--- src/rtl/prime_test_odd_trial_division_defines.svh ---
// Assertion macros used by the RTL controller
`ifndef PRIME_TEST_ODD_TRIAL_DIVISION_DEFINES_SVH
`define PRIME_TEST_ODD_TRIAL_DIVISION_DEFINES_SVH

// Same-cycle implication, disabled during reset
`define PTD_ASSERT_NOW(label, clk, rst_n, ante, cons) \
    label: assert property (@(posedge clk) disable iff (!rst_n) (ante) |-> (cons)) \
        else $error("prime test: same-cycle check failed");

// Next-cycle implication, disabled during reset
`define PTD_ASSERT_NEXT(label, clk, rst_n, ante, cons) \
    label: assert property (@(posedge clk) disable iff (!rst_n) (ante) |=> (cons)) \
        else $error("prime test: next-cycle check failed");

`endif

--- src/rtl/ptd_pkg.sv ---
package ptd_pkg;

    typedef struct packed {
        logic load;
        logic start_div;
        logic div_step;
        logic advance;
        logic set_verdict;
        logic verdict;
        logic load_out;
    } cmd_t;

    typedef struct packed {
        logic trivial;
        logic trivial_prime;
        logic sq_gt_v;
        logic last_bit;
        logic rem_zero;
    } status_t;

    localparam int unsigned FIRST_DIVISOR = 3;
    localparam int unsigned FIRST_SQUARE  = 9;
    localparam int unsigned DIVISOR_STEP  = 2;
    localparam int unsigned SQUARE_BIAS   = 4;

endpackage

--- src/rtl/prime_test_odd_trial_division.sv ---
// Trial-division primality test.
// Request channel: value (signed, VALUE_WIDTH bits) with req_valid/req_stall;
// a transfer happens on a rising edge with req_valid high and req_stall low.
// Response channel: is_prime with rsp_valid/rsp_stall, one response per request.
// Negative values, 0, 1 and even values (2 among them) are decided in the
// check state without the divider. Odd values run one remainder per odd
// divisor d (3, 5, ...) while d*d <= value on a shared bit-serial divider.
// The divider loop sets the rate; one item is worked on at a time and
// req_stall stays high until it has been handed to the response register.
// The response register holds the result while rsp_stall is high; a finished
// item waits there for the receiver, and the next request is taken meanwhile.
// Reset returns the controller to idle and drops rsp_valid; no state is kept
// between items.
module prime_test_odd_trial_division #(
    parameter int VALUE_WIDTH = 16
) (
    input  logic                   clk,
    input  logic                   rst_n,
    input  logic                   req_valid,
    output logic                   req_stall,
    input  logic [VALUE_WIDTH-1:0] value,
    output logic                   rsp_valid,
    input  logic                   rsp_stall,
    output logic                   is_prime
);

    ptd_pkg::cmd_t    cmd;
    ptd_pkg::status_t status;

    ptd_ctrl u_ctrl (
        .clk       (clk),
        .rst_n     (rst_n),
        .req_valid (req_valid),
        .req_stall (req_stall),
        .rsp_valid (rsp_valid),
        .rsp_stall (rsp_stall),
        .status    (status),
        .cmd       (cmd)
    );

    ptd_dp #(
        .VALUE_WIDTH (VALUE_WIDTH)
    ) u_dp (
        .clk      (clk),
        .value    (value),
        .cmd      (cmd),
        .status   (status),
        .is_prime (is_prime)
    );

endmodule

--- src/rtl/ptd_dp.sv ---
module ptd_dp #(
    parameter int VALUE_WIDTH = 16
) (
    input  logic                   clk,
    input  logic [VALUE_WIDTH-1:0] value,
    input  ptd_pkg::cmd_t          cmd,
    output ptd_pkg::status_t       status,
    output logic                   is_prime
);

    localparam int MW = VALUE_WIDTH - 1;
    localparam int SW = VALUE_WIDTH + 2;
    localparam int CW = $clog2(MW);

    logic          neg_reg;
    logic [MW-1:0] v_reg;
    logic [VALUE_WIDTH-1:0] d_reg,   d_next;
    logic [SW-1:0]          sq_reg,  sq_next;
    logic [VALUE_WIDTH-1:0] rem_reg, rem_next;
    logic [CW-1:0]          cnt_reg, cnt_next;
    logic verdict_reg, verdict_next;
    logic out_reg,     out_next;

    logic [VALUE_WIDTH-1:0] shifted;

    assign shifted = {rem_reg[VALUE_WIDTH-2:0], v_reg[cnt_reg]};

    always_comb
    begin
        d_next       = d_reg;
        sq_next      = sq_reg;
        rem_next     = rem_reg;
        cnt_next     = cnt_reg;
        verdict_next = verdict_reg;
        out_next     = out_reg;
        if (cmd.load)
        begin
            d_next  = VALUE_WIDTH'(ptd_pkg::FIRST_DIVISOR);
            sq_next = SW'(ptd_pkg::FIRST_SQUARE);
        end
        if (cmd.start_div)
        begin
            rem_next = '0;
            cnt_next = CW'(MW - 1);
        end
        if (cmd.div_step)
        begin
            rem_next = (shifted >= d_reg) ? shifted - d_reg : shifted;
            cnt_next = cnt_reg - 1'b1;
        end
        if (cmd.advance)
        begin
            d_next  = d_reg + VALUE_WIDTH'(ptd_pkg::DIVISOR_STEP);
            sq_next = sq_reg + {d_reg, 2'b00} + SW'(ptd_pkg::SQUARE_BIAS);
        end
        if (cmd.set_verdict)
            verdict_next = cmd.verdict;
        if (cmd.load_out)
            out_next = verdict_reg;
    end

    always_ff @(posedge clk)
    begin
        if (cmd.load)
        begin
            neg_reg <= value[VALUE_WIDTH-1];
            v_reg   <= value[MW-1:0];
        end
        d_reg       <= d_next;
        sq_reg      <= sq_next;
        rem_reg     <= rem_next;
        cnt_reg     <= cnt_next;
        verdict_reg <= verdict_next;
        out_reg     <= out_next;
    end

    assign status.trivial       = neg_reg || (v_reg <= MW'(1)) || !v_reg[0];
    assign status.trivial_prime = !neg_reg && (v_reg == MW'(2));
    assign status.sq_gt_v       = sq_reg > SW'(v_reg);
    assign status.last_bit      = (cnt_reg == '0);
    assign status.rem_zero      = (rem_reg == '0);
    assign is_prime             = out_reg;

endmodule

--- src/rtl/ptd_ctrl.sv ---
`include "prime_test_odd_trial_division_defines.svh"

module ptd_ctrl (
    input  logic              clk,
    input  logic              rst_n,
    input  logic              req_valid,
    output logic              req_stall,
    output logic              rsp_valid,
    input  logic              rsp_stall,
    input  ptd_pkg::status_t  status,
    output ptd_pkg::cmd_t     cmd
);

    typedef enum logic [4:0] {
        S_IDLE  = 5'b00001,
        S_CHECK = 5'b00010,
        S_DIV   = 5'b00100,
        S_TEST  = 5'b01000,
        S_DONE  = 5'b10000
    } state_t;

    state_t state_reg, state_next;
    logic   out_valid_reg, out_valid_next;
    logic   out_free;

    assign out_free  = !out_valid_reg || !rsp_stall;
    assign req_stall = (state_reg != S_IDLE);
    assign rsp_valid = out_valid_reg;

    always_comb
    begin
        state_next = state_reg;
        cmd        = '0;
        case (state_reg)
            S_IDLE:
            begin
                if (req_valid)
                begin
                    cmd.load   = 1'b1;
                    state_next = S_CHECK;
                end
            end
            S_CHECK:
            begin
                if (status.trivial)
                begin
                    cmd.set_verdict = 1'b1;
                    cmd.verdict     = status.trivial_prime;
                    state_next      = S_DONE;
                end
                else if (status.sq_gt_v)
                begin
                    cmd.set_verdict = 1'b1;
                    cmd.verdict     = 1'b1;
                    state_next      = S_DONE;
                end
                else
                begin
                    cmd.start_div = 1'b1;
                    state_next    = S_DIV;
                end
            end
            S_DIV:
            begin
                cmd.div_step = 1'b1;
                if (status.last_bit)
                    state_next = S_TEST;
            end
            S_TEST:
            begin
                if (status.rem_zero)
                begin
                    cmd.set_verdict = 1'b1;
                    cmd.verdict     = 1'b0;
                    state_next      = S_DONE;
                end
                else
                begin
                    cmd.advance = 1'b1;
                    state_next  = S_CHECK;
                end
            end
            S_DONE:
            begin
                if (out_free)
                begin
                    cmd.load_out = 1'b1;
                    state_next   = S_IDLE;
                end
            end
            default:
            begin
                state_next = S_IDLE;
            end
        endcase
    end

    assign out_valid_next = cmd.load_out || (out_valid_reg && rsp_stall);

    always_ff @(posedge clk or negedge rst_n)
    begin
        if (!rst_n)
        begin
            state_reg     <= S_IDLE;
            out_valid_reg <= 1'b0;
        end
        else
        begin
            state_reg     <= state_next;
            out_valid_reg <= out_valid_next;
        end
    end

    `PTD_ASSERT_NOW(a_load_out_free, clk, rst_n, cmd.load_out, !out_valid_reg || !rsp_stall)
    `PTD_ASSERT_NEXT(a_accept_check, clk, rst_n, req_valid && !req_stall, state_reg == S_CHECK)
    `PTD_ASSERT_NEXT(a_div_to_test, clk, rst_n, state_reg == S_DIV && status.last_bit, state_reg == S_TEST)
    `PTD_ASSERT_NEXT(a_load_out_valid, clk, rst_n, cmd.load_out, rsp_valid && state_reg == S_IDLE)

endmodule

--- config.mk ---
export PLATFORM = sky130hd
export DESIGN_NAME = prime_test_odd_trial_division
export DESIGN_NICKNAME = d
export VERILOG_FILES = /design/src/rtl/ptd_pkg.sv /design/src/rtl/prime_test_odd_trial_division.sv /design/src/rtl/ptd_dp.sv /design/src/rtl/ptd_ctrl.sv
export VERILOG_INCLUDE_DIRS = /design/src /design/src/rtl
export SDC_FILE = /design/constraint.sdc
export NUM_CORES = 1
export LEC_CHECK = 0
export BUFFER_PORTS_ARGS = -buffer_cell sky130_fd_sc_hd__buf_4
export CAP_MARGIN = 40
export CORE_ASPECT_RATIO = 0.9
export CORE_MARGIN = 5
export CORE_UTILIZATION = 35
export DETAILED_ROUTE_END_ITERATION = 8
export PLACE_DENSITY_LB_ADDON = 0.15
export SKIP_CTS_REPAIR_TIMING = 1
export SYNTH_ARGS = -nofsm -noshare
export SYNTH_HDL_FRONTEND = slang
export SYNTH_SLANG_ARGS = --single-unit
export TNS_END_PERCENT = 20
--- constraint.sdc ---
create_clock -name clk -period 3.5 [get_ports clk]
set_clock_uncertainty 0.15 [all_clocks]
set_input_delay 0.175 -clock clk [delete_from_list [all_inputs] [get_ports clk]]
set_output_delay 0.175 -clock clk [all_outputs]
set_load 0.01 [all_outputs]
==> results.md <==
- Library cells used by synthesis: 62
- Congestion Overflow GR: 0
- Later-pin clock latency in the skew report: 0.34 ns
- Avg Cell Area, Syn: 9.97 µm²
- Nets: 677
- Largest register FFs: 16
- Worst Hold Class: in -> async
- Overall die height: 127 µm
- VDD IR-drop max: 0.000326 V
- Die Wd: 140 µm
- Row count: 42
- Clock Path Buffers: 2
- Initial antenna violation count: 0
- Actual slew at the worst max-slew pin: 0.685 ns
- Die Area: 17,800 µm²
- H-tree Lvls: 3
- DRT Wirelength: 13,500 µm
- IO buf count: 22
- Detailed-route via count: 4,193
- # setup viols final: 0
- Clock share of power: 26.6%
- Gate Count Post-Synth: 534
- Number of flops mapped to enable cells by yosys: 68
- Startpoint Class: flip-flop
- Clock Root Buffer: clkbuf_16
- Tcrit/Tclk final: 97.3%
- WP data required: 3.54 ns
- Maximum fanout along the worst path: 5
- Vias per std cell: 5.23
- DRT Pass-1 Iters: 4
- Comb power frac: 40.4%
- Max-slew headroom: 53.9%
- Switching share of power: 36.5%
- Pint: 0.00249 W
- Max Clk Rate: 294 MHz
- Status: finished clean
- Pin count of the biggest net entering global routing: 31
- Antenna fix cells: 0
- Post-synthesis sequential area ratio: 41.2%
- Leakage: 2.68 nW
- Mapped cell area: 5320 µm²
- Initial DRC Count: 245
- Critical path arrival: 3.45 ns
- Slew Viols, Final: 0
- I/O Pins: 23
- Sw power: 0.00143 W
- DP HPWL: 10,300 µm
- Yosys top cell area share: 38.4%
- Setup TNS: 0 ns
- Reg power frac: 33.1%
- Ys async rst share: 8.11%
- Routed len/inst: 16.8 µm
- Share of cells above drive strength 1: 14.1%
- Syn nets: 613
- RePlAce Congestion: 0.855
- Power per cell area: 611 nW/µm²
- Reg clk slew, reported paths: 0.06 ns
- Fin crit period: 3.41 ns
- Critical path endpoint category: flip-flop
- Number of buffers created by CTS: 9
- RSZ-0062 raised after global routing: yes
- Gr usage total: 15.4%
- Yosys warning count: 0
- CTS tree: built
- Synthesis-to-finish area growth: 20.6%
- Synth area leader: edfxtp_1
- Vias in the first global route: 4,075
- CP Class: reg -> reg
- Main flop type after synthesis: edfxtp_1
- MaxCap Viol Count: 0
- First-pass GRT wire length: 21,800 µm
- Residual DRC: 0
- Routed Antenna Nets: 0
- Clock sink count: 74
- Synth top area cells: edfxtp_1 (38%), ha_1 (13%), xnor2_1 (4.6%)
- Final hold slack: 0.0341 ns
- Core box area: 14,800 µm²
- Initial Utilization: 35.9%
- Register bit count reported by yosys: 74
- Fin. Hold Viols: 0
[cells by family after synthesis]
| family | Yosys count | share of synthesized area [%] |
|---|---|---|
| compound gates | 109 | 13.3 |
| xor+xnor | 39 | 6.42 |
| fa+ha+maj | 59 | 14.2 |
| buf+inv | 53 | 3.97 |
| flops | 74 | 41.2 |
| mux | 13 | 2.87 |
| simple gates | 187 | 18.0 |
[through the flow]
| step | total power (W) | setup WS, ns | area [µm²] | cells | utilization [%] |
|---|---|---|---|---|---|
| final | 0.00392 | 0.0937 | 6410 | 801 | 43.3 |
| after global routing | 0.00420 | -0.0339 | 6410 | 801 | 43.3 |
| after CTS | 0.00391 | -0.120 | 6190 | 782 | 41.8 |
| after detailed placement | 0.00286 | -0.0895 | 5870 | 766 | 39.6 |
| after global placement | 0.00283 | 0.0233 | 5860 | 765 | 39.5 |
| after floorplan | 0.00241 | -0.0284 | 5320 | 534 | - |
[synthesized netlist by cell type (4+ instances only)]
cell type / number
edfxtp_1: 68
ha_1: 57
nor2_1: 57
inv_1: 40
nand2_1: 35
a21oi_1: 33
xnor2_1: 28
o21ai_0: 18
nand3_1: 16
a21o_1: 14
nor3_1: 12
xor2_1: 11
mux2i_1: 10
nand3b_1: 10
nand4_1: 10
and3_1: 9
a31oi_1: 8
and2_1: 6
clkbuf_1: 6
nor4_1: 6
o211ai_1: 6
dfrtp_1: 5
a211oi_1: 4
[worst paths after layout]
check	cells after the start	slack, ns	startpoint	endpoint
setup reg to reg	14	0.09	u_dp.cnt_reg[0]	u_dp.rem_reg[10]
hold / removal	2	0.03	rst_n	u_ctrl.state_reg[1]
max in group asynchronous	2	2.96	rst_n	u_ctrl.state_reg[0]
hold reg to reg	0	0.28	u_dp.verdict_reg	u_dp.is_prime
setup / recovery	14	0.09	u_dp.cnt_reg[0]	u_dp.rem_reg[10]
min in group clk	3	0.07	req_valid	u_ctrl.state_reg[1]
[worst max-delay path, cell delays in order, from the launching register on]
cell	delay [ns]
edfxtp_1	0.47
buf_6	0.17
and2b_1	0.20
a221o_1	0.17
nand3b_1	0.11
nand2_2	0.12
fa_2	0.22
a211oi_2	0.07
buf_4	0.14
o21bai_1	0.19
a21o_1	0.17
a21oi_2	0.08
or4b_2	0.62
a31o_2	0.25
a21oi_1	0.13
[power groups by stage]
stage / Sequential, W / Combinational (W) / Clock, W
2_1_floorplan: 0.00126 / 0.00116 / 0
3_3_place_gp: 0.00131 / 0.00152 / 0
3_5_place_dp: 0.00131 / 0.00154 / 0
4_1_cts: 0.00130 / 0.00156 / 0.00106
5_1_grt: 0.00132 / 0.00179 / 0.00110
6_report: 0.00130 / 0.00158 / 0.00104
[routing by layer]
layer	GRT usage (%)	part of all wire, %	wire [µm]	up-vias
met3	2.65	3.1	417	10
li1	-	-	-	2093
met2	23.3	44	5940	49
met4	3.93	0.88	119	0
met1	23.0	52	7010	2041
met5	0	0	0	-
[placed cells by master, fill, tap and decap left out, types with 4 or more instances in the layout]
cell type and count:
inv_1 40, dfrtp_1 5, dlygate4sd3_1 18, edfxtp_1 68, a31oi_1 8, buf_4 44, xnor2_1 28, and3_1 9
mux2i_1 10, nor3_1 12, nor4_1 6, nor2_1 56, o21ai_0 15, a21o_1 14, ha_1 57, a21oi_1 31
and2_1 6, o211ai_1 6, nand2_1 34, nand4_1 10, nand3b_1 10, xor2_1 11, clkbuf_16 9, buf_6 4
nand3_1 16
[area by class of cell]
class / count / area (µm²)
Inverter: 40 / 150
Clock inverter: 7 / 101
Multi-Input combinational cell: 407 / 2940
Timing Repair Buffer: 66 / 556
Sequential cell: 74 / 2190
Clock buffer: 9 / 225
Fill cell: 1466 / 8400
Tap cell: 198 / 248
No activity file was read; power rests on OpenSTA's default activity.
